===== src/sv/aligned_read_flag_classifier_defines.svh =====
// Assertion macros shared by the read classifier RTL.
// Needs signals named clock and reset in the module that uses them.
`ifndef ALIGNED_READ_FLAG_CLASSIFIER_DEFINES_SVH
`define ALIGNED_READ_FLAG_CLASSIFIER_DEFINES_SVH
// same-cycle implication
`define ARFC_ASSERT_IMP(lbl, ante, cons) \
   lbl: assert property (@(posedge clock) disable iff (reset) (ante) |-> (cons)) \
      else $error("arfc assertion failed");
// next-cycle implication
`define ARFC_ASSERT_NEXT(lbl, ante, cons) \
   lbl: assert property (@(posedge clock) disable iff (reset) (ante) |=> (cons)) \
      else $error("arfc assertion failed");
`endif


===== src/sv/arfc_pkg.sv =====
// Types and constants of the aligned read flag classifier.
// No dependencies.
`timescale 1ns / 1ps
`default_nettype none
package arfc_pkg;
   localparam int NUM_COUNTERS = 32;
   localparam int MAPQ_BINS    = 256;
   localparam int QDEPTH       = 4;

   // request kinds
   localparam logic [2:0] REQ_ADD  = 3'd0;
   localparam logic [2:0] REQ_CNT  = 3'd1;
   localparam logic [2:0] REQ_FRAG = 3'd2;
   localparam logic [2:0] REQ_HQ   = 3'd3;
   localparam logic [2:0] REQ_MAPQ = 3'd4;

   // register indexes
   localparam logic [2:0] CSR_HQ_MIN    = 3'd0;
   localparam logic [2:0] CSR_AUTO_MASK = 3'd1;
   localparam logic [2:0] CSR_MITO_ID   = 3'd2;
   localparam logic [2:0] CSR_SHORT_LO  = 3'd3;
   localparam logic [2:0] CSR_SHORT_HI  = 3'd4;
   localparam logic [2:0] CSR_MONO_LO   = 3'd5;
   localparam logic [2:0] CSR_MONO_HI   = 3'd6;

   // flag bit positions
   localparam int F_PAIRED = 0;
   localparam int F_PROPER = 1;
   localparam int F_UNMAP  = 2;
   localparam int F_MUNMAP = 3;
   localparam int F_REV    = 4;
   localparam int F_MREV   = 5;
   localparam int F_FIRST  = 6;
   localparam int F_SECOND = 7;
   localparam int F_SEC    = 8;
   localparam int F_QCFAIL = 9;
   localparam int F_DUP    = 10;
   localparam int F_SUPP   = 11;

   // classes
   localparam logic [3:0] CLS_QCFAIL   = 4'd0;
   localparam logic [3:0] CLS_UNPAIRED = 4'd1;
   localparam logic [3:0] CLS_UNMAP    = 4'd2;
   localparam logic [3:0] CLS_MUNMAP   = 4'd3;
   localparam logic [3:0] CLS_RF       = 4'd4;
   localparam logic [3:0] CLS_FF       = 4'd5;
   localparam logic [3:0] CLS_RR       = 4'd6;
   localparam logic [3:0] CLS_ZEROQ    = 4'd7;
   localparam logic [3:0] CLS_PROP_FR  = 4'd8;
   localparam logic [3:0] CLS_PROP_OTH = 4'd9;
   localparam logic [3:0] CLS_OTHREF   = 4'd10;
   localparam logic [3:0] CLS_IMPROPER = 4'd11;
   localparam logic [3:0] CLS_UNCLASS  = 4'd12;

   // counter indexes
   localparam int C_TOTAL = 0,  C_FWD = 1,  C_REV = 2,  C_SEC = 3,  C_SUPP = 4;
   localparam int C_DUP = 5,    C_FIRST = 6, C_SECOND = 7, C_MFWD = 8, C_MREV = 9;
   localparam int C_PAIRED = 10, C_QCFAIL = 11, C_UNPAIRED = 12, C_UNMAP = 13;
   localparam int C_MUNMAP = 14, C_RF = 15, C_FF = 16, C_RR = 17, C_ZEROQ = 18;
   localparam int C_PMAPPED = 19, C_PROPER = 20, C_FR = 21, C_OTHREF = 22;
   localparam int C_IMPROPER = 23, C_UNCLASS = 24, C_AUTO = 25, C_DUPAUTO = 26;
   localparam int C_HQ = 27, C_HQSHORT = 28, C_HQMONO = 29, C_MITO = 30;
   localparam int C_DUPMITO = 31;

   // classified item handed from front to back
   typedef struct packed {
      logic                    is_add;
      logic [2:0]              kind;
      logic [9:0]              qi;
      logic [3:0]              read_class;
      logic [31:0]             frag;
      logic                    auto_hit;
      logic                    mito_hit;
      logic                    hq;
      logic [NUM_COUNTERS-1:0] bump;
      logic [7:0]              mapq;
      logic                    frag_upd;
      logic                    hq_upd;
   } item_type;

   typedef struct packed {
      logic [39:0] read_value;
      logic        hq_autosomal;
      logic        mito_hit;
      logic        autosomal_hit;
      logic [31:0] fragment_len;
      logic [3:0]  read_class;
   } resp_type;
endpackage
`default_nettype wire


===== src/sv/arfc_fifo.sv =====
// Short item queue between classifier front and update back.
// Depends on arfc_pkg.
`timescale 1ns / 1ps
`default_nettype none
`include "aligned_read_flag_classifier_defines.svh"
module arfc_fifo (
   input  wire logic              clock,
   input  wire logic              reset,
   input  wire logic              push,
   input  wire arfc_pkg::item_type din,
   input  wire logic              pop,
   output arfc_pkg::item_type     dout,
   output logic                   full,
   output logic                   empty
);
   localparam int PW = $clog2(arfc_pkg::QDEPTH);

   arfc_pkg::item_type mem_ff [arfc_pkg::QDEPTH];
   logic [PW-1:0] wr_ff, wr_in, rd_ff, rd_in;
   logic [PW:0]   cnt_ff, cnt_in;

   assign full  = (cnt_ff == (PW+1)'(arfc_pkg::QDEPTH));
   assign empty = (cnt_ff == '0);
   assign dout  = mem_ff[rd_ff];

   always_comb begin
      wr_in  = push ? wr_ff + 1'b1 : wr_ff;
      rd_in  = pop ? rd_ff + 1'b1 : rd_ff;
      cnt_in = cnt_ff + (PW+1)'(push) - (PW+1)'(pop);
   end

   always_ff @(posedge clock) begin
      if (reset) begin
         wr_ff  <= '0;
         rd_ff  <= '0;
         cnt_ff <= '0;
      end else begin
         wr_ff  <= wr_in;
         rd_ff  <= rd_in;
         cnt_ff <= cnt_in;
      end
      if (push) mem_ff[wr_ff] <= din;
   end

   `ARFC_ASSERT_IMP(a_no_overflow, push, !full || pop)
   `ARFC_ASSERT_IMP(a_no_underflow, pop, !empty)
   `ARFC_ASSERT_NEXT(a_count_bound, 1'b1, cnt_ff <= (PW+1)'(arfc_pkg::QDEPTH))
endmodule
`default_nettype wire


===== config.mk =====
export PLATFORM = sky130hd
export DESIGN_NAME = arfc_fifo
export DESIGN_NICKNAME = d
export VERILOG_FILES = /design/src/sv/arfc_pkg.sv /design/src/sv/arfc_fifo.sv
export VERILOG_INCLUDE_DIRS = /design/src /design/src/sv
export SDC_FILE = /design/constraint.sdc
export NUM_CORES = 1
export LEC_CHECK = 0
export CAP_MARGIN = 20
export CORE_ASPECT_RATIO = 0.75
export CORE_MARGIN = 8
export CORE_UTILIZATION = 30
export DETAILED_ROUTE_END_ITERATION = 12
export DONT_BUFFER_PORTS = 1
export PLACE_DENSITY = 0.49
export SETUP_SLACK_MARGIN = 0.5
export SLEW_MARGIN = 20
export SYNTH_ARGS = -nofsm -noshare
export SYNTH_HDL_FRONTEND = slang
export SYNTH_SLANG_ARGS = --single-unit
export TNS_END_PERCENT = 1

===== constraint.sdc =====
create_clock -name clock -period 3.65 [get_ports clock]
set_input_delay 0 -clock clock [delete_from_list [all_inputs] [get_ports clock]]
set_output_delay 0 -clock clock [all_outputs]
set_load 0.05 [all_outputs]

* After elaboration in Yosys (flattened, before gate mapping)
Memory sizes are Yosys's and may differ from the RTL's. A register that Yosys moved wholly into a read port is not among the register bits.
Index checks and enable logic that the tools add are counted.
** Word-level totals
- Register bits after elaboration :: 7
- Bits in writable memories :: 380
- Bits of input ports :: 99
- Output and inout port bits :: 97
- Word-level logic and storage cells :: 14
- Memories :: 1
** Memories
- mem_ff :: depth 4, width 95, rd ports 1, clocked after Yosys merged registers in 1, write ports 1, RTL line arfc_fifo.sv:18 : arfc_pkg::item_type mem_ff [arfc_pkg::QDEPTH];
** Cells by class
- $add $sub $neg :: 4
- Equal/unequal tests :: 1
- Mux-type cells :: 4
- Reductions and logical operators :: 1
** Operator list (number)
- 2-bit by 1-bit adder with 2-bit output, second input constant :: 2
- 2-bit two-way mux :: 2
- 3-bit by 1-bit adder with 3-bit output :: 1
- 3-bit == test, second input constant :: 1
- 3-bit logical NOT :: 1
- 3-bit by 1-bit subtractor with 3-bit output :: 1
- 1-bit two-way mux :: 2

* Logic depth before layout (Yosys ltp)
- Word-level depth :: 3
- Gate-level depth with buffers :: 7
- Mapped depth without buffers :: 7

* Least setup slack after synthesis
OpenSTA, ideal clock, no wires.
- Kind :: register to register
- Start point :: reg wr_ff[0]
- End point :: mem mem_ff[0][0] in the netlist's numbering (enable)
- Setup time :: 0.464 ns
- Data arrival time :: 2.742 ns
- Data required time :: 3.186 ns
- Path slack :: 0.444 ns
- Stages on the path, launching flop included :: 4
- Clock period less this slack :: 3.206 ns
- Cell sequence :: dfxtp_1 inv_1 ha_1 and2_1
** RTL lines
- start: declaration :: RTL line arfc_fifo.sv:19 : logic [PW-1:0] wr_ff, wr_in, rd_ff, rd_in;
- start signal: assignment :: RTL line arfc_fifo.sv:38 : wr_ff <= wr_in;
- end: declaration :: RTL line arfc_fifo.sv:18
Straight into the memory's write port.

==> results.sh <==
export IMPL_status="finished, final reports clean"
export IMPL_synth_compound_area_frac=0.00106
export IMPL_synth_edf_count=380
export IMPL_stdcell_count=1336
export IMPL_setup_slack_ns=1.21
export IMPL_core_area_um2=47100
export IMPL_synthesis_nets=645
export IMPL_finalHoldViolCount=0
export IMPL_die_area_um2=54600
export IMPL_preCtsSetupSlack_ns=1.59
export IMPL_cts_max_level=2
export IMPL_synth_commonest_cells="380 x edfxtp_1, 95 x mux4_2, 11 x buf_2"
export IMPL_die_w_um=267
export IMPL_placed_area_um2=14900
export IMPL_grt_max_degree=57
export IMPL_initial_core_util=0.302
export IMPL_synth_fa_ha_area_frac=0.00670
export IMPL_fin_nets=772
export IMPL_yosys_area_share_simple=0.00529
export IMPL_finClkSkew_ns=0.0113
export IMPL_path_clk_slew_ns=0.06
export IMPL_seq_area_frac_synth=0.817
export IMPL_grt_pass1_wl_um=42400
export IMPL_synth_most_common_cell="edfxtp_1"
export IMPL_cts_buffers=40
export IMPL_maxCapViolCount=0
export IMPL_peakVddDrop_v=0.000498
export IMPL_powerDensity_nw_per_um2=614
export IMPL_yosysTopAreaCellShare=0.804
export IMPL_worstPathMaxFanout=23
export IMPL_die_h_um=204
export IMPL_finalSetupViolCount=0
export IMPL_utilization=0.366
export IMPL_startpoint_type="flop"
export IMPL_clock_latency_ns=0.53
export IMPL_synth_avg_cell_area_um2=26.3
export IMPL_min_period_over_period=0.668
export IMPL_drv_slew=0
export IMPL_met3_usage=0.0410
export IMPL_area_growth_pct=21.5
export IMPL_top_usage_layer="met2"
export IMPL_grtUsageMet2=0.167
export IMPL_synth_area_mux_share=0.151
export IMPL_rsz0062_at_grt="no"
export IMPL_synth_largest_area_cell="edfxtp_1"
export IMPL_r2r_start="wr_ff[0]"
export IMPL_synth_top_cells_by_area="edfxtp_1 80%, mux4_2 15%, dfxtp_1 1.3%, buf_12 0.85%, ha_1 0.53%"
export IMPL_port_buffers=0
export IMPL_cts_tree="yes"
export IMPL_clock_fmax_mhz=410
export IMPL_hold_start="push"
export IMPL_firstDrtPassIters=5
export IMPL_cts_root_buf="clkbuf_16"
export IMPL_drc=0
export IMPL_clock_path_buffers=3
export IMPL_wirelength_um=28400
export IMPL_gr_usage_met1=0.126
export IMPL_overflow=0
export IMPL_crit_type="flop to output port"
export IMPL_syn_area_um2=14200
export IMPL_placed_cells=1164
export IMPL_critPathRequiredTime_ns=3.65
export IMPL_finalWeightedCongestion=0.814
export IMPL_clkSinkCount=389
export IMPL_rows=69
export IMPL_synthXorXnorAreaFrac=0.00291
export IMPL_pin_count=196
export IMPL_wl_per_cell_um=21.3
export IMPL_hp_class="input pin to flop"
export IMPL_grt_pass1_vias=6561
export IMPL_worstMarginPinSlew_ns=0.873
export IMPL_p_leak_nw=5.33
export IMPL_relSlewSlack=0.415
export IMPL_final_min_clock_period_ns=2.44
export IMPL_ys_flop_type="edfxtp_1"
export IMPL_final_cell_area_um2=17200
export IMPL_drt_iter0_markers=403
export IMPL_arrival_ns=2.44
export IMPL_yosys_warnings=0
export IMPL_grt_use_total=0.103
export IMPL_synth_seq_cells=389
export IMPL_cp_end_kind="output port"
export IMPL_ant_nets=0
export IMPL_synthCells=539
export IMPL_setup_tns_ns=0
export IMPL_antenna_found_initial=3
export IMPL_ys_async_sr_fraction=0
export IMPL_synth_top_family_by_area="multiplexers"
export IMPL_hpwl_um=17600
export IMPL_drive_above_1_share=0.237
export IMPL_num_vias=5976
export IMPL_viasPerCell=4.47
export IMPL_ys_types=21
==> what timing repair did <==
action,4_1_cts,5_1_grt
hold endpoints to repair,397,0
hold buffers,99,0
gates resized for setup,0,0
setup endpoints to repair,0,0
buffers inserted,0,0
==> report_power, final <==
| part | internal, mW | switching, mW |
|---|---|---|
| registers | 5.14 | 0.0848 |
| clock network | 2.42 | 1.61 |
| logic | 0.377 | 0.960 |
| total | 7.94 | 2.65 |
==> flip-flops by register name (all words and copies together), names as in the netlist, named ones only <==
register / flops
mem_ff: 380
rd_ff: 2
cnt_ff: 3
wr_ff: 2
==> cell type report <==
class	count	area (um2)
Fill cell	4229	29800
Sequential cell	389	11600
Multi-Input combinational cell	122	2390
Timing Repair Buffer	107	1130
Clock buffer	52	1070
Tap cell	639	800
Clock inverter	19	233
Inverter	6	22.5
Antenna cell	2	5.00
==> worst max-delay path, cell delays in order (launching register included) <==
cell     delay (ns)
dfxtp_4        0.66
buf_4          0.47
mux4_2         0.73
==> layout by cell type (no fill, tap or decap), types with 6 or more instances in the layout <==
cell type	count
clkinv_1	6
edfxtp_1	380
mux4_2	95
clkbuf_1	11
buf_12	6
clkbuf_16	41
ha_1	6
inv_1	6
dfxtp_1	7
dlygate4sd3_1	99
==> path summary, 6_finish.rpt <==
path                                 endpoint  slack [ns]  depth (start not counted)
worst max-delay path                 dout[80]        1.21                          2
worst min-delay path            mem_ff[0][21]        0.05                          1
worst max register to register  mem_ff[2][44]        1.62                          4
worst min register to register           flop        0.53                          2
==> kinds of logic after synthesis <==
| group | count (synthesis) |
|---|---|
| compound gates | 2 |
| xor+xnor | 3 |
| fa+ha+maj | 7 |
| buf+inv | 28 |
| flops | 389 |
| mux | 96 |
| simple gates | 14 |
==> through the flow <==
stage / power [mW] / hold WS [ns]
3_5_place_dp: 6.55 / 0.0703
3_3_place_gp: 6.53 / 0.0707
6_report: 10.6 / 0.0481
4_1_cts: 10.8 / 0.0336
5_1_grt: 11.0 / 0.0516
2_1_floorplan: 6.37 / 0.0716
==> layer usage <==
metal	wire (um)	share of wire	vias up
li1	-	-	2575
met5	12	0.00042	-
met4	646	0.023	2
met3	2340	0.082	49
met2	13900	0.49	182
met1	11600	0.41	3168
No activity file was read; power rests on OpenSTA's default activity.
