`src/sv/aligned_read_flag_classifier_defines.svh`:
```
// Assertion macros shared by the read classifier RTL.
// Needs signals named clock and reset in the module that uses them.
`ifndef ALIGNED_READ_FLAG_CLASSIFIER_DEFINES_SVH
`define ALIGNED_READ_FLAG_CLASSIFIER_DEFINES_SVH
// same-cycle implication
`define ARFC_ASSERT_IMP(lbl, ante, cons) \
   lbl: assert property (@(posedge clock) disable iff (reset) (ante) |-> (cons)) \
      else $error("arfc assertion failed");
// next-cycle implication
`define ARFC_ASSERT_NEXT(lbl, ante, cons) \
   lbl: assert property (@(posedge clock) disable iff (reset) (ante) |=> (cons)) \
      else $error("arfc assertion failed");
`endif

```
`src/sv/arfc_pkg.sv`:
```
// Types and constants of the aligned read flag classifier.
// No dependencies.
`timescale 1ns / 1ps
`default_nettype none
package arfc_pkg;
   localparam int NUM_COUNTERS = 32;
   localparam int MAPQ_BINS    = 256;
   localparam int QDEPTH       = 4;

   // request kinds
   localparam logic [2:0] REQ_ADD  = 3'd0;
   localparam logic [2:0] REQ_CNT  = 3'd1;
   localparam logic [2:0] REQ_FRAG = 3'd2;
   localparam logic [2:0] REQ_HQ   = 3'd3;
   localparam logic [2:0] REQ_MAPQ = 3'd4;

   // register indexes
   localparam logic [2:0] CSR_HQ_MIN    = 3'd0;
   localparam logic [2:0] CSR_AUTO_MASK = 3'd1;
   localparam logic [2:0] CSR_MITO_ID   = 3'd2;
   localparam logic [2:0] CSR_SHORT_LO  = 3'd3;
   localparam logic [2:0] CSR_SHORT_HI  = 3'd4;
   localparam logic [2:0] CSR_MONO_LO   = 3'd5;
   localparam logic [2:0] CSR_MONO_HI   = 3'd6;

   // flag bit positions
   localparam int F_PAIRED = 0;
   localparam int F_PROPER = 1;
   localparam int F_UNMAP  = 2;
   localparam int F_MUNMAP = 3;
   localparam int F_REV    = 4;
   localparam int F_MREV   = 5;
   localparam int F_FIRST  = 6;
   localparam int F_SECOND = 7;
   localparam int F_SEC    = 8;
   localparam int F_QCFAIL = 9;
   localparam int F_DUP    = 10;
   localparam int F_SUPP   = 11;

   // classes
   localparam logic [3:0] CLS_QCFAIL   = 4'd0;
   localparam logic [3:0] CLS_UNPAIRED = 4'd1;
   localparam logic [3:0] CLS_UNMAP    = 4'd2;
   localparam logic [3:0] CLS_MUNMAP   = 4'd3;
   localparam logic [3:0] CLS_RF       = 4'd4;
   localparam logic [3:0] CLS_FF       = 4'd5;
   localparam logic [3:0] CLS_RR       = 4'd6;
   localparam logic [3:0] CLS_ZEROQ    = 4'd7;
   localparam logic [3:0] CLS_PROP_FR  = 4'd8;
   localparam logic [3:0] CLS_PROP_OTH = 4'd9;
   localparam logic [3:0] CLS_OTHREF   = 4'd10;
   localparam logic [3:0] CLS_IMPROPER = 4'd11;
   localparam logic [3:0] CLS_UNCLASS  = 4'd12;

   // counter indexes
   localparam int C_TOTAL = 0,  C_FWD = 1,  C_REV = 2,  C_SEC = 3,  C_SUPP = 4;
   localparam int C_DUP = 5,    C_FIRST = 6, C_SECOND = 7, C_MFWD = 8, C_MREV = 9;
   localparam int C_PAIRED = 10, C_QCFAIL = 11, C_UNPAIRED = 12, C_UNMAP = 13;
   localparam int C_MUNMAP = 14, C_RF = 15, C_FF = 16, C_RR = 17, C_ZEROQ = 18;
   localparam int C_PMAPPED = 19, C_PROPER = 20, C_FR = 21, C_OTHREF = 22;
   localparam int C_IMPROPER = 23, C_UNCLASS = 24, C_AUTO = 25, C_DUPAUTO = 26;
   localparam int C_HQ = 27, C_HQSHORT = 28, C_HQMONO = 29, C_MITO = 30;
   localparam int C_DUPMITO = 31;

   // classified item handed from front to back
   typedef struct packed {
      logic                    is_add;
      logic [2:0]              kind;
      logic [9:0]              qi;
      logic [3:0]              read_class;
      logic [31:0]             frag;
      logic                    auto_hit;
      logic                    mito_hit;
      logic                    hq;
      logic [NUM_COUNTERS-1:0] bump;
      logic [7:0]              mapq;
      logic                    frag_upd;
      logic                    hq_upd;
   } item_type;

   typedef struct packed {
      logic [39:0] read_value;
      logic        hq_autosomal;
      logic        mito_hit;
      logic        autosomal_hit;
      logic [31:0] fragment_len;
      logic [3:0]  read_class;
   } resp_type;
endpackage
`default_nettype wire

```
`src/sv/arfc_front.sv`:
```
// Front: configuration registers and read classification.
// Depends on arfc_pkg; feeds arfc_fifo.
`timescale 1ns / 1ps
`default_nettype none
module arfc_front #(
   parameter int NUM_REFS = 64
) (
   input  wire logic              clock,
   input  wire logic              reset,
   input  wire logic              csr_valid,
   input  wire logic [2:0]        csr_index,
   input  wire logic [63:0]       csr_data,
   input  wire logic [2:0]        req_type,
   input  wire logic [11:0]       flags,
   input  wire logic [7:0]        mapq,
   input  wire logic signed [6:0] ref_id,
   input  wire logic signed [6:0] mate_ref_id,
   input  wire logic [30:0]       pos,
   input  wire logic [30:0]       mate_pos,
   input  wire logic signed [31:0] template_len,
   input  wire logic [9:0]        query_index,
   output arfc_pkg::item_type     item
);
   logic [7:0]  hq_min_ff;
   logic [63:0] auto_mask_ff;
   logic [6:0]  mito_id_ff;
   logic [15:0] short_lo_ff, short_hi_ff, mono_lo_ff, mono_hi_ff;

   always_ff @(posedge clock) begin
      if (reset) begin
         hq_min_ff    <= 8'd30;
         auto_mask_ff <= 64'd4194302;
         mito_id_ff   <= 7'd64;
         short_lo_ff  <= 16'd50;
         short_hi_ff  <= 16'd100;
         mono_lo_ff   <= 16'd150;
         mono_hi_ff   <= 16'd200;
      end else if (csr_valid) begin
         unique case (csr_index)
            arfc_pkg::CSR_HQ_MIN:    hq_min_ff    <= csr_data[7:0];
            arfc_pkg::CSR_AUTO_MASK: auto_mask_ff <= csr_data;
            arfc_pkg::CSR_MITO_ID:   mito_id_ff   <= csr_data[6:0];
            arfc_pkg::CSR_SHORT_LO:  short_lo_ff  <= csr_data[15:0];
            arfc_pkg::CSR_SHORT_HI:  short_hi_ff  <= csr_data[15:0];
            arfc_pkg::CSR_MONO_LO:   mono_lo_ff   <= csr_data[15:0];
            arfc_pkg::CSR_MONO_HI:   mono_hi_ff   <= csr_data[15:0];
            default: ;
         endcase
      end
   end

   logic        neg, pos_ins, rev, mrev, orig, mapped, base, is_fr, is_rf;
   logic        ref_ok, dup, proper;
   logic [31:0] frag;

   always_comb begin
      neg     = template_len[31];
      pos_ins = !neg && (template_len != '0);
      frag    = neg ? (~template_len + 32'd1) : template_len;
      rev     = flags[arfc_pkg::F_REV];
      mrev    = flags[arfc_pkg::F_MREV];
      dup     = flags[arfc_pkg::F_DUP];
      proper  = flags[arfc_pkg::F_PROPER];
      orig    = !flags[arfc_pkg::F_SEC] && !flags[arfc_pkg::F_SUPP];
      mapped  = !flags[arfc_pkg::F_UNMAP] && !flags[arfc_pkg::F_MUNMAP];
      base    = mapped && (ref_id == mate_ref_id) && (pos != '0) && (mate_pos != '0);
      is_fr   = base && ((!rev && mrev && pos_ins) || (rev && !mrev && neg));
      is_rf   = base && (template_len != '0) &&
                ((rev && !mrev && pos_ins) || (!rev && mrev && neg));
      ref_ok  = mapped && !ref_id[6] && (32'(ref_id[5:0]) < NUM_REFS);
   end

   always_comb begin
      item            = '0;
      item.kind       = req_type;
      item.qi         = query_index;
      item.mapq       = mapq;
      if (req_type == arfc_pkg::REQ_ADD) begin
         item.is_add = 1'b1;
         item.frag   = frag;
         item.bump[arfc_pkg::C_TOTAL]  = 1'b1;
         item.bump[arfc_pkg::C_REV]    = rev;
         item.bump[arfc_pkg::C_FWD]    = !rev;
         item.bump[arfc_pkg::C_SEC]    = flags[arfc_pkg::F_SEC];
         item.bump[arfc_pkg::C_SUPP]   = flags[arfc_pkg::F_SUPP];
         item.bump[arfc_pkg::C_DUP]    = dup;
         item.bump[arfc_pkg::C_FIRST]  = flags[arfc_pkg::F_FIRST];
         item.bump[arfc_pkg::C_SECOND] = flags[arfc_pkg::F_SECOND];
         item.bump[arfc_pkg::C_MREV]   = mrev;
         item.bump[arfc_pkg::C_MFWD]   = !mrev;
         item.bump[arfc_pkg::C_PAIRED] = flags[arfc_pkg::F_PAIRED];

         // priority chain, first match wins
         if (flags[arfc_pkg::F_QCFAIL]) begin
            item.read_class = arfc_pkg::CLS_QCFAIL;
            item.bump[arfc_pkg::C_QCFAIL] = 1'b1;
         end else if (!flags[arfc_pkg::F_PAIRED]) begin
            item.read_class = arfc_pkg::CLS_UNPAIRED;
            item.bump[arfc_pkg::C_UNPAIRED] = 1'b1;
         end else if (flags[arfc_pkg::F_UNMAP]) begin
            item.read_class = arfc_pkg::CLS_UNMAP;
            item.bump[arfc_pkg::C_UNMAP] = 1'b1;
         end else if (flags[arfc_pkg::F_MUNMAP]) begin
            item.read_class = arfc_pkg::CLS_MUNMAP;
            item.bump[arfc_pkg::C_MUNMAP] = 1'b1;
         end else if (is_rf) begin
            item.read_class = arfc_pkg::CLS_RF;
            item.bump[arfc_pkg::C_RF] = 1'b1;
         end else if (!rev && !mrev) begin
            item.read_class = arfc_pkg::CLS_FF;
            item.bump[arfc_pkg::C_FF] = 1'b1;
         end else if (rev && mrev) begin
            item.read_class = arfc_pkg::CLS_RR;
            item.bump[arfc_pkg::C_RR] = 1'b1;
         end else if (mapq == '0) begin
            item.read_class = arfc_pkg::CLS_ZEROQ;
            item.bump[arfc_pkg::C_ZEROQ] = 1'b1;
         end else if (mapped) begin
            item.bump[arfc_pkg::C_PMAPPED] = 1'b1;
            if (proper) begin
               item.bump[arfc_pkg::C_PROPER] = 1'b1;
               item.bump[arfc_pkg::C_FR]     = is_fr;
               item.read_class = is_fr ? arfc_pkg::CLS_PROP_FR : arfc_pkg::CLS_PROP_OTH;
               item.frag_upd   = orig;
            end else if (ref_id != mate_ref_id) begin
               item.read_class = arfc_pkg::CLS_OTHREF;
               item.bump[arfc_pkg::C_OTHREF] = 1'b1;
            end else begin
               item.read_class = arfc_pkg::CLS_IMPROPER;
               item.bump[arfc_pkg::C_IMPROPER] = 1'b1;
            end
         end else begin
            item.read_class = arfc_pkg::CLS_UNCLASS;
            item.bump[arfc_pkg::C_UNCLASS] = 1'b1;
         end

         if (ref_ok) begin
            if (auto_mask_ff[ref_id[5:0]]) begin
               item.auto_hit = 1'b1;
               item.bump[arfc_pkg::C_AUTO] = 1'b1;
               if (dup) begin
                  item.bump[arfc_pkg::C_DUPAUTO] = 1'b1;
               end else if (flags[arfc_pkg::F_PAIRED] && proper && orig &&
                            mapq >= hq_min_ff) begin
                  item.hq     = 1'b1;
                  item.hq_upd = 1'b1;
                  item.bump[arfc_pkg::C_HQ] = 1'b1;
                  item.bump[arfc_pkg::C_HQSHORT] =
                     (frag >= 32'(short_lo_ff)) && (frag <= 32'(short_hi_ff));
                  item.bump[arfc_pkg::C_HQMONO] =
                     (frag >= 32'(mono_lo_ff)) && (frag <= 32'(mono_hi_ff));
               end
            end else if (ref_id == mito_id_ff) begin
               item.mito_hit = 1'b1;
               item.bump[arfc_pkg::C_MITO]    = 1'b1;
               item.bump[arfc_pkg::C_DUPMITO] = dup;
            end
         end
      end
   end
endmodule
`default_nettype wire

```
`config.mk`:
```
export PLATFORM = sky130hd
export DESIGN_NAME = arfc_front
export DESIGN_NICKNAME = d
export VERILOG_FILES = /design/src/sv/aligned_read_flag_classifier_defines.svh /design/src/sv/arfc_pkg.sv /design/src/sv/arfc_front.sv
export SDC_FILE = /design/constraint.sdc
export NUM_CORES = 1
export LEC_CHECK = 0
export ABC_AREA = 1
export BUFFER_PORTS_ARGS = -buffer_cell sky130_fd_sc_hd__buf_2
export CORE_MARGIN = 2
export CORE_UTILIZATION = 30
export DETAILED_ROUTE_END_ITERATION = 8
export GPL_ROUTABILITY_DRIVEN = 0
export PLACE_DENSITY = 0.51
export SYNTH_ARGS = -nofsm -noshare
export SYNTH_HDL_FRONTEND = slang
export SYNTH_SLANG_ARGS = --single-unit
```
`constraint.sdc`:
```
create_clock -name clock -period 2.94 [get_ports clock]
set_clock_uncertainty 0.05 [all_clocks]
set_input_delay 0 -clock clock [delete_from_list [all_inputs] [get_ports clock]]
set_output_delay 0 -clock clock [all_outputs]
set_load 0.02 [all_outputs]
```
Yosys cells after proc, flatten, opt, wreduce, memory -nomap -nowiden. Index checks and enable logic that the tools add are counted. Widths: inputs -> output; s select.

Register bits after elaboration: 143. Bits in latches: 0. RAM bits: 0. Bits in read-only memories: 0. Input bits: 211. Output and inout port bits: 95. Word-level logic and storage cells: 134. Memories kept: 0.

Add/subtract/negate cells: 1. $mul: 0. Divide/modulo/power cells: 0. $lt $le $gt $ge: 6. Eq/ne operators: 9. Shift operators: 0. Multiplexer cells: 64. Bitwise operators: 1. Reductions and logical operators: 46.

Operator list (number): $mux 71 (1); $ge 32x16->1 (2); $le 32x16->1 (2); $reduce_bool 31->1 (2); $mux 4 (10); $mux 1 (33); $add 32x1->32 const B (1); $mux 32 (1); $not 32->32 (1); $reduce_bool 32->1 (1); $logic_and 1x1->1 (23); $mux 10 (2); $eq 7x7->1 (2); $reduce_and 2->1 (7); $mux 13 (1); $mux 12 (1); $mux 11 (1); $mux 2 (5); $mux 5 (2); $eq 3x3->1 const B (3); $mux 9 (1); $ge 8x8->1 (1); $logic_not 1->1 (8); $logic_not 8->1 (1); 11 further kinds (15).

Logic depth before layout (Yosys ltp). Gate-level depths: netlist of run 1.

Depth in word-level cells: 18. Depth in mapped cells: 19. Gate-level depth less buffers: 18.

Worst setup path after synthesis of run 1. No wires, ideal clock.

Path type: input to output. Start point: input template_len[0]. End point: output item[38] (netlist bit). Arrival time: 2313 ps. Required time: 2890 ps. Setup slack: 577 ps. Stages: 17. Buffers on the path: 0. Cell sequence: inv_2 -> ha_1 -> nand3_2 -> nor2_4 -> nand2_1 -> o21ai_0 -> xor2_1 -> ha_1 -> nand2_1 -> inv_1 -> o21ai_0 -> nand2_1 -> a41oi_1 -> a21oi_1 -> a21oi_1 -> nand2_1 -> nor2_1.

RTL lines: from (decl) (RTL line arfc_front.sv:20) `input wire logic signed [31:0] template_len,`; to (decl) (RTL line arfc_front.sv:22) `output arfc_pkg::item_type item`.

==> run summary, run 1 <==
outcome - finished clean
placed instance area - 0.0111 mm²
Seq. cell area - 0.00286 mm²
first-pass GRT wire length - 51.9 mm
average size of a mapped cell - 6.48 µm²
adder and majority cell fraction of the synthesized area - 9.59%
nets in the synthesized netlist - 1754
post-synth design cell area - 0.00952 mm²
total routing resource utilization after global routing - 19.7%
clk_lat worst skew - 430 ps
sum of negative setup slack - 0 ps
sequential-to-total area share from yosys stat - 30.1%
number of clock sinks - 143
via-per-instance ratio - 4.65
Worst Path Max Fanout - 6
crit path capture type - primary output
average wire per cell in the routed design - 14.9 µm
remaining antenna violation count - 0
number of distinct library cells after synthesis - 42
floorplan die height - 182 µm
max-capacitance violation count - 0
power per unit of standard cell area - 439 mW/mm²
simple-gate area share of the yosys netlist - 31.7%
synthesized-area fraction occupied by ao, oa, aoi and oai cells - 14.6%
Final setup viols - 0
Max H-tree Level - 4
final worst setup slack - 286 ps
synthesized instance count - 1470
async set-reset flop share out of synthesis - 0%
share of synthesized area spent on multiplexers - 0%
num ports - 306
Fill cells - 3458
total CTS buffers - 17
critical path startpoint category - primary input
most frequently used flop master after synthesis - sky130_fd_sc_hd__dfxtp_1
Clk Tree Root Cell - sky130_fd_sc_hd__clkbuf_16
hold violation total from the final report - 0
number of slew-limit violations in the final report - 0
global route hottest layer - met2
Yosys Warn Count - 0
die outline area - 0.0332 mm²
placeable core region - 0.0314 mm²
post-synthesis sequential element count - 143
met2 capacity usage during global routing - 31.1%
placed wire-length estimate - 24.7 mm
Post-layout nets - 2075
overall routed net length - 33.0 mm
final hold slack - 24.2 ps
total overflow reported by the global router - 0
ratio of cells with drive above 1 in the final layout - 21.3%
main area contributors after synthesis - sky130_fd_sc_hd__dfxtp_1, sky130_fd_sc_hd__nand2_1, sky130_fd_sc_hd__nor2_1, sky130_fd_sc_hd__ha_1, sky130_fd_sc_hd__o21ai_0
number of synthesized flops with an enable pin - 0
unrepaired setup endpoints after global routing - no
met1 layer usage reported by global route - 28.5%
post-synthesis cell type with the largest combined area - sky130_fd_sc_hd__dfxtp_1
Max Fclk - 0.377 GHz
CTS tree - yes
I/O Buffers - 284
Critical Path RT - 2890 ps
clock tree buffer depth - 2
dpl ws - 134 ps
slew margin rel. - 26.1%
commonest cells after routing, fill and taps aside - sky130_fd_sc_hd__nand2_1, sky130_fd_sc_hd__buf_2, sky130_fd_sc_hd__nor2_1
main combinational cell family by area after synthesis - simple AND/OR/NAND/NOR gates
area grow syn2layout - 32.2%
share of the clock period used by the worst path after layout - 90.3%
Pwr Total - 0.00552 W
clock slew at reported path FFs - 60 ps
starting density of the core - 30.3%
post-route minimum period - 2650 ps
antenna violations before repair - 0
first drt pass iteration count - 5
arrival time at the worst endpoint - 2600 ps
area share of the largest cell type after synthesis - 30.1%
multi-input gate area in the final layout - 0.00553 mm²
Die Wd - 182 µm
number of global-route vias before repair - 9638
GRT met3 Usage - 2.59%
antenna diode count - 0
classification of the worst-slack hold path - primary input to register
Max VDD drop - 0.342 mV
worst setup path class - primary input to primary output
pin count of the biggest net entering global routing - 78
DRC - 0
actual slew at the worst max-slew pin - 1110 ps
XOR/XNOR Fraction of Synth Area - 1.93%
leakage dissipation - 6.22 nW
Iteration-0 DRC Markers - 644
Post-Layout Inst Area - 0.0126 mm²
via count - 10300
Placement Rows - 65
worst max-delay path, stage by stage:
cell and delay [ps]:
sky130_fd_sc_hd__buf_2 110, sky130_fd_sc_hd__inv_2 60, sky130_fd_sc_hd__buf_4 150, sky130_fd_sc_hd__nand3_2 170
sky130_fd_sc_hd__nor2_4 170, sky130_fd_sc_hd__nand2_1 70, sky130_fd_sc_hd__nand2_1 70, sky130_fd_sc_hd__xor2_1 440
sky130_fd_sc_hd__ha_1 350, sky130_fd_sc_hd__a21oi_1 140, sky130_fd_sc_hd__o21ai_0 90, sky130_fd_sc_hd__a21oi_1 150
sky130_fd_sc_hd__a21oi_1 90, sky130_fd_sc_hd__a21oi_1 140, sky130_fd_sc_hd__nand2_1 120, sky130_fd_sc_hd__nor2_1 110
sky130_fd_sc_hd__buf_2 170
area by class of cell:
class / count / share of cell area [%]
sequential: 143 / 22.8
clock buffer: 18 / 3.41
timing repair buffer: 385 / 19.0
inverter: 175 / 5.28
multi-input combinational: 1069 / 43.9
clock inverter: 14 / 1.60
tap: 402 / 4.00
flip-flops by register name (all words and copies together), names as in the netlist:
name,flops
auto_mask_ff,64
mono_hi_ff,16
mito_id_ff,7
hq_min_ff,8
mono_lo_ff,16
short_lo_ff,16
short_hi_ff,16
kinds of logic (layout without fill, tap and decap cells):
| logic type | after synthesis | count (layout) |
|---|---|---|
| compound gates | 262 | 262 |
| xor+xnor | 21 | 21 |
| fa+ha+maj | 73 | 73 |
| buf+inv | 258 | 592 |
| flops | 143 | 143 |
| other cells | 1 | 1 |
| simple gates | 712 | 712 |
path summary, 6_finish.rpt:
| check | cells after the start | to | slack, ps | from |
|---|---|---|---|---|
| min | 5 | short_lo_ff[0] | 20 | csr_index[1] |
| max reg2reg | 3 | short_lo_ff[4] | 1700 | short_lo_ff[4] |
| max | 17 | item[39] | 290 | template_len[0] |
| min reg2reg | 2 | auto_mask_ff[2] | 410 | auto_mask_ff[2] |
power by group:
part | internal (W) | leakage [nW] | switching, W
Clock | 0.00144 | 0.308 | 0.000923
Sequential | 0.00201 | 1.16 | 0.0000247
Combinational | 0.000457 | 4.75 | 0.000669
synth_stat cells, types with 3 or more instances:
cell                         n
sky130_fd_sc_hd__nand4_1    14
sky130_fd_sc_hd__nand3_1   114
sky130_fd_sc_hd__nand2_2     5
sky130_fd_sc_hd__nand3_2     5
sky130_fd_sc_hd__o21ai_0   125
sky130_fd_sc_hd__a21oi_1   104
sky130_fd_sc_hd__inv_1     160
sky130_fd_sc_hd__buf_4      28
sky130_fd_sc_hd__inv_2      12
sky130_fd_sc_hd__buf_2       7
sky130_fd_sc_hd__nor2_2      8
sky130_fd_sc_hd__buf_6       8
sky130_fd_sc_hd__xnor2_1    10
sky130_fd_sc_hd__xor2_1     11
sky130_fd_sc_hd__nand2_1   284
sky130_fd_sc_hd__a211oi_1    6
sky130_fd_sc_hd__nor2_4      3
sky130_fd_sc_hd__dfxtp_1   143
sky130_fd_sc_hd__clkbuf_1   38
sky130_fd_sc_hd__nor3_2      5
sky130_fd_sc_hd__nor3_1      6
sky130_fd_sc_hd__nor4_1      5
sky130_fd_sc_hd__nor2_1    256
sky130_fd_sc_hd__ha_1       73
sky130_fd_sc_hd__nand3b_1    3
sky130_fd_sc_hd__o211ai_1   17
per-stage QoR:
step | util (%) | std cells
after floorplan | - | 1470
after global placement | 35.4 | 2091
after detailed placement | 35.4 | 2091
after CTS | 40.0 | 2204
after global routing | 40.1 | 2206
final | 40.1 | 2206
routing by layer:
metal	vias up	wire length, µm
li1	5371	-
met2	247	14700
met4	0	404
met1	4616	16600
met3	24	1320
met5	-	0
what timing repair did:
action,in CTS,in global routing
setup buffers,0,2
hold buffers,81,0
endpoints found under the setup margin,0,2
hold endpoints to repair,153,0
gates resized for setup,0,5
Note: power is estimated with default switching activity, not from simulation.
==> inputs of run 2 (changes only) <==
Settings changed: BUFFER_PORTS_ARGS -buffer_cell sky130_fd_sc_hd__buf_2 to -buffer_cell sky130_fd_sc_hd__buf_4.
==> run summary, run 2 (synthesized netlist as in run 1, its figures left out) <==
first-pass GRT wire length - 53.0 mm (+2.1%)
placed wire-length estimate - 25.1 mm (+1.7%)
num ports - 306 (unchanged)
sum of negative setup slack - 0 ps (unchanged)
final worst setup slack - 262 ps (-24.0 ps)
number of slew-limit violations in the final report - 0 (unchanged)
share of the clock period used by the worst path after layout - 91.1% (+0.82 points)
post-route minimum period - 2680 ps (+24.0 ps)
via-per-instance ratio - 4.68 (+0.64%)
antenna violations before repair - 0 (unchanged)
clock slew at reported path FFs - 70 ps (about the same)
actual slew at the worst max-slew pin - 762 ps (-346 ps)
ratio of cells with drive above 1 in the final layout - 21.1% (-0.19 points)
arrival time at the worst endpoint - 2630 ps (+30 ps)
overall routed net length - 33.5 mm (+1.8%)
die outline area - 0.0332 mm² (unchanged)
max-capacitance violation count - 0 (unchanged)
number of flip-flops in the largest register - 64 (unchanged)
via count - 10300 (+0.51%)
area grow syn2layout - 38.6%
antenna diode count - 0 (unchanged)
Seq. cell area - 0.00286 mm² (unchanged)
leading cell type in the layout, fill and taps excluded - sky130_fd_sc_hd__buf_4
slew margin rel. - 49.1% (+23 points)
crit path capture type - primary output
Placement Rows - 65 (unchanged)
total CTS buffers - 17 (unchanged)
total routing resource utilization after global routing - 19.9% (+0.19 points)
number of global-route vias before repair - 9795 (+1.6%)
total overflow reported by the global router - 0 (unchanged)
clock share of power - 39.8% (-3.0 points)
Final setup viols - 0 (unchanged)
Clk Tree Root Cell - sky130_fd_sc_hd__clkbuf_16
clk_lat worst skew - 410 ps (-20 ps)
leakage dissipation - 6.35 nW (+2.0%)
I/O Buffers - 284 (unchanged)
average wire per cell in the routed design - 15.2 µm (+1.9%)
outcome - finished clean
switching power summed over all nets - 0.00161 W (-0.39%)
Post-Layout Inst Area - 0.0132 mm² (+4.9%)
part of the power in registers - 37.7% (+0.9 points)
startpoint of the most critical register-to-register path - short_lo_ff[5]
classification of the worst-slack hold path - primary input to register
hold violation total from the final report - 0 (unchanged)
pin count of the biggest net entering global routing - 65 (-17%)
starting density of the core - 30.3% (unchanged)
critical path startpoint category - primary input
DRC - 0 (unchanged)
power per unit of standard cell area - 408 mW/mm² (-6.9%)
internal cell power - 0.00378 W (-3.2%)
multi-input gate area in the final layout - 0.00552 mm² (-0.16%)
CTS tree - yes
Fill cells - 3306 (-4.4%)
commonest cells after routing, fill and taps aside - sky130_fd_sc_hd__buf_4, sky130_fd_sc_hd__nand2_1, sky130_fd_sc_hd__nor2_1
Post-layout nets - 2072 (-0.14%)
Max Fclk - 0.373 GHz (-0.90%)
Die Wd - 182 µm (unchanged)
floorplan die height - 182 µm (unchanged)
placeable core region - 0.0314 mm² (unchanged)
Worst Path Max Fanout - 4 (-2)
net switching fraction of the power - 29.9% (+0.60 points)
Max H-tree Level - 4 (unchanged)
dpl ws - 172 ps (+38.7 ps)
number of clock sinks - 143 (unchanged)
clock tree buffer depth - 2 (unchanged)
Iteration-0 DRC Markers - 630 (-2.2%)
first drt pass iteration count - 5 (unchanged)
fraction of power consumed by combinational cells - 22.5% (+2.1 points)
Max VDD drop - 0.336 mV (-1.7%)
Critical Path RT - 2890 ps (about the same)
Pwr Total - 0.00539 W (-2.4%)
remaining antenna violation count - 0 (unchanged)
Hold Startpoint - csr_index[1]
startpoint of the most critical setup path - template_len[1]
placed instance area - 0.0118 mm² (+6.2%)
worst setup path class - primary input to primary output
unrepaired setup endpoints after global routing - no
top register by number of flip-flops - auto_mask_ff
## run 2: cell count changes in the layout (fill, tap and decap cells not counted), sizes merged
cell         before  now
clkinvlp          1    3
inv             179  178
bufinv            4    1
dlygate4sd3      81   79
clkbuf           18   20
buf             304  303
## run 2: final timing paths
path                      to  slack (ps)  cells past startpoint
min           short_lo_ff[0]          20                      5
max reg2reg   short_lo_ff[5]        1730                      3
min reg2reg  auto_mask_ff[3]         410                      2
max                 item[39]         260                     19
## run 2: per-layer routing
metal  track usage, %  up-vias  part of all wire, %
met1             28.6     4689                   50
met2             32.0      220                   46
met3             2.67       21                  3.6
li1                 -     5380                    -
met4             3.48        0                  1.1
met5                0        -                    0
## run 2: repair_timing
item / CTS / global route
buffers inserted: 0 / 2
endpoints found under the hold margin: 153 / 0
hold buffers: 79 / 0
gates resized for setup: 0 / 3
setup endpoints to repair: 0 / 2
## run 2: final cells by class
| class | instances | share of cell area, % |
|---|---|---|
| clock inverter | 12 | 0.948 |
| clock buffer | 20 | 3.46 |
| multi-input combinational | 1069 | 41.8 |
| timing repair buffer | 382 | 23.2 |
| tap | 402 | 3.81 |
| sequential | 143 | 21.7 |
| inverter | 175 | 5.03 |
## run 2: worst max-delay path, cell delays in order
cell	delay, ps
sky130_fd_sc_hd__buf_4	110
sky130_fd_sc_hd__inv_2	60
sky130_fd_sc_hd__ha_2	200
sky130_fd_sc_hd__nand3_2	130
sky130_fd_sc_hd__nor2_4	160
sky130_fd_sc_hd__inv_1	90
sky130_fd_sc_hd__o21ai_1	150
sky130_fd_sc_hd__xor2_1	200
sky130_fd_sc_hd__inv_1	140
sky130_fd_sc_hd__ha_1	300
sky130_fd_sc_hd__nand2_1	40
sky130_fd_sc_hd__nor2_1	130
sky130_fd_sc_hd__nand2_1	100
sky130_fd_sc_hd__nor4_1	200
sky130_fd_sc_hd__a21oi_1	70
sky130_fd_sc_hd__a21oi_1	150
sky130_fd_sc_hd__nand2_1	120
sky130_fd_sc_hd__nor2_1	120
sky130_fd_sc_hd__buf_4	150
## run 2: power by group through the flow
| stage | Clock [W] | Combinational (W) | Sequential [W] |
|---|---|---|---|
| after detailed placement | 0 | 0.00112 | 0.00207 |
| after floorplan | 0 | 0.000659 | 0.00207 |
| after global placement | 0 | 0.00111 | 0.00207 |
| after CTS | 0.00219 | 0.00122 | 0.00203 |
| after global routing | 0.00228 | 0.00137 | 0.00204 |
| final | 0.00215 | 0.00121 | 0.00203 |
## run 2: through the flow
step | util (%) | hold WS [ps] | std cells
2_1_floorplan | - | 1.26 | 1470
3_3_place_gp | 37.6 | -49.9 | 2090
3_5_place_dp | 37.6 | -49.9 | 2090
4_1_cts | 42.0 | 0.868 | 2201
5_1_grt | 42.0 | 90.3 | 2203
6_report | 42.0 | 16.7 | 2203
==> inputs of run 3 (changes only) <==
Settings changed: CELL_PAD_IN_SITES_DETAIL_PLACEMENT set to 0, CELL_PAD_IN_SITES_GLOBAL_PLACEMENT set to 1, PLACE_DENSITY 0.51 to 0.7.
==> run summary, run 3 (synthesized netlist as in run 1, its figures left out) <==
top register by number of flip-flops - auto_mask_ff
clock share of power - 40.2% (+0.4 points)
starting density of the core - 30.3% (unchanged)
fraction of power consumed by combinational cells - 22.4% (about the same)
depth of the worst register-to-register path - 3 (unchanged)
Max H-tree Level - 4 (unchanged)
startpoint of the most critical register-to-register path - short_lo_ff[4]
leading cell type in the layout, fill and taps excluded - sky130_fd_sc_hd__buf_4
Iteration-0 DRC Markers - 541 (-14%)
CTS tree - yes
classification of the worst-slack hold path - primary input to register
cell breakdown of the critical path - buf_4 > inv_2 > ha_1 > nand3_2 > nor2_4 > inv_1 > o21ai_0 > xor2_1 > inv_2 > ha_1 > nand2_1 > nor2_2 > nand2_1 > nor4_2 > a21oi_1 > a21oi_1 > nand2_1 > nor2_1 > buf_4
Max stage delay cell, worst path - sky130_fd_sc_hd__ha_1
count of placed standard cells including taps - 2089 (-0.048%)
Clk Tree Root Cell - sky130_fd_sc_hd__clkbuf_16
worst-case register-to-register setup slack - 1740 ps (about the same)
Die Wd - 182 µm (unchanged)
crit path capture type - primary output
Critical R2R Capture - short_lo_ff[4]
end point of the most critical hold path - short_lo_ff[0]
first-pass GRT wire length - 52.3 mm (-1.3%)
critical path startpoint category - primary input
internal cell power - 0.00384 W (+1.8%)
pin count of the biggest net entering global routing - 76 (+17%)
total CTS buffers - 17 (unchanged)
Final Non-Filler Cells - 2202 (-0.045%)
floorplan die height - 182 µm (unchanged)
I/O Buffers - 284 (unchanged)
Post-Route M1 WL - 16.5 mm (-1.1%)
detailed route wirelength on metal2 - 15.5 mm (+1.3%)
Max Fclk - 0.372 GHz (-0.36%)
Pwr Total - 0.00543 W (+0.83%)
top sig layer - met4
share of the clock period used by the worst path after layout - 91.4% (+0.33 points)
Worst Path Max Fanout - 4 (unchanged)
average wire per cell in the routed design - 15.2 µm (-0.10%)
clock tree buffer depth - 2 (unchanged)
placed wire-length estimate - 25.3 mm (+0.60%)
Post-layout nets - 2071 (-0.048%)
leakage dissipation - 6.36 nW (+0.16%)
final worst setup slack - 252 ps (-9.70 ps)
actual slew at the worst max-slew pin - 775 ps (+13.3 ps)
number of global-route vias before repair - 9615 (-1.8%)
part of the power in registers - 37.4% (-0.3 points)
total length of routed met3 wires - 1.26 mm (+3.0%)
number of flip-flops in the largest register - 64 (unchanged)
via-per-instance ratio - 4.63 (-1.0%)
dpl ws - 94.6 ps (-77.7 ps)
placeable core region - 0.0314 mm² (unchanged)
switching power summed over all nets - 0.00159 W (-1.4%)
worst setup path class - primary input to primary output
slew margin rel. - 48.2% (-0.89 points)
DRC - 0 (unchanged)
Hold Startpoint - csr_index[1]
arrival time at the worst endpoint - 2640 ps (about the same)
max-capacitance violation count - 0 (unchanged)
power per unit of standard cell area - 411 mW/mm² (+0.68%)
antenna diode count - 0 (unchanged)
total overflow reported by the global router - 0 (unchanged)
remaining antenna violation count - 0 (unchanged)
hold violation total from the final report - 0 (unchanged)
net switching fraction of the power - 29.2% (-0.65 points)
Final setup viols - 0 (unchanged)
commonest cells after routing, fill and taps aside - sky130_fd_sc_hd__buf_4, sky130_fd_sc_hd__nand2_1, sky130_fd_sc_hd__nor2_1
die outline area - 0.0332 mm² (unchanged)
clock slew at reported path FFs - 70 ps (about the same)
overall routed net length - 33.5 mm (-0.15%)
Max VDD drop - 0.402 mV (+20%)
ratio of cells with drive above 1 in the final layout - 21.2% (+0.12 points)
area grow syn2layout - 38.8%
cell repeated most along the worst path - sky130_fd_sc_hd__nand2_1
slowest stage delay, CP - 290 ps (about the same)
num ports - 306 (unchanged)
number of slew-limit violations in the final report - 0 (unchanged)
antenna violations before repair - 0 (unchanged)
outcome - finished clean
clk_lat worst skew - 420 ps (about the same)
final hold slack - 28.5 ps (+11.8 ps)
final core utilization - 42.1% (+0.064 points)
worst hold path cell count - 5 (unchanged)
post-route minimum period - 2690 ps (+9.70 ps)
Placement Rows - 65 (unchanged)
number of clock sinks - 143 (unchanged)
total routing resource utilization after global routing - 19.8% (-0.066 points)
via count - 10200 (-1.1%)
first drt pass iteration count - 5 (unchanged)
Critical Path RT - 2890 ps (about the same)
run 3: cell types whose count changed in the layout (fill, tap and decap cells not counted), sizes merged:
cell / delta
clkinv: +3
inv: -3
buf: -1
bufinv: +1
clkbuf: -1
run 3: how the worst max path moves through the flow:
stage	to	startpoint	slack [ps]	depth (start not counted)
floorplan	item[38]	template_len[0]	580	17
global placement	item[39]	template_len[1]	250	19
detailed placement	item[39]	template_len[1]	90	19
CTS	item[39]	template_len[1]	70	19
global route	item[38]	template_len[1]	-7	20
finish	item[39]	template_len[1]	250	19
run 3: power by group through the flow:
stage | clock (W) | combinational, W | sequential [W]
after floorplan | 0 | 0.000659 | 0.00207
after global placement | 0 | 0.00111 | 0.00207
after detailed placement | 0 | 0.00112 | 0.00207
after CTS | 0.00224 | 0.00122 | 0.00203
after global routing | 0.00230 | 0.00137 | 0.00204
final | 0.00218 | 0.00122 | 0.00203
run 3: repair_timing:
item                       CTS  global route
setup endpoints to repair    0             2
hold buffers                79             0
resized for setup            0             3
hold endpoints to repair   153             0
buffers inserted             0             2
run 3: final cells by class:
class	instances	area [µm²]
Timing Repair Buffer	381	3070
Inverter	175	664
Sequential cell	143	2860
Fill cell	3354	18200
Clock buffer	19	453
Clock inverter	13	138
Tap cell	402	503
Multi-Input combinational cell	1069	5530
run 3: critical path: cells and delay by family:
kind	cells	cell delay, ps
xor+xnor	1	240
simple gates	8	980
fa+ha+maj	2	480
buf+inv	5	520
compound gates	3	410
run 3: metrics by stage:
step,instance area [µm²],setup TNS (ps)
2_1_floorplan,9520,0
3_3_place_gp,11800,0
3_5_place_dp,11800,0
4_1_cts,13200,0
5_1_grt,13200,-6.77
6_report,13200,0
run 3: layer usage:
metal,track usage (%),vias up
li1,-,5360
met1,28.2,4625
met2,32.3,198
met3,2.37,18
met4,3.97,0
met5,0,-
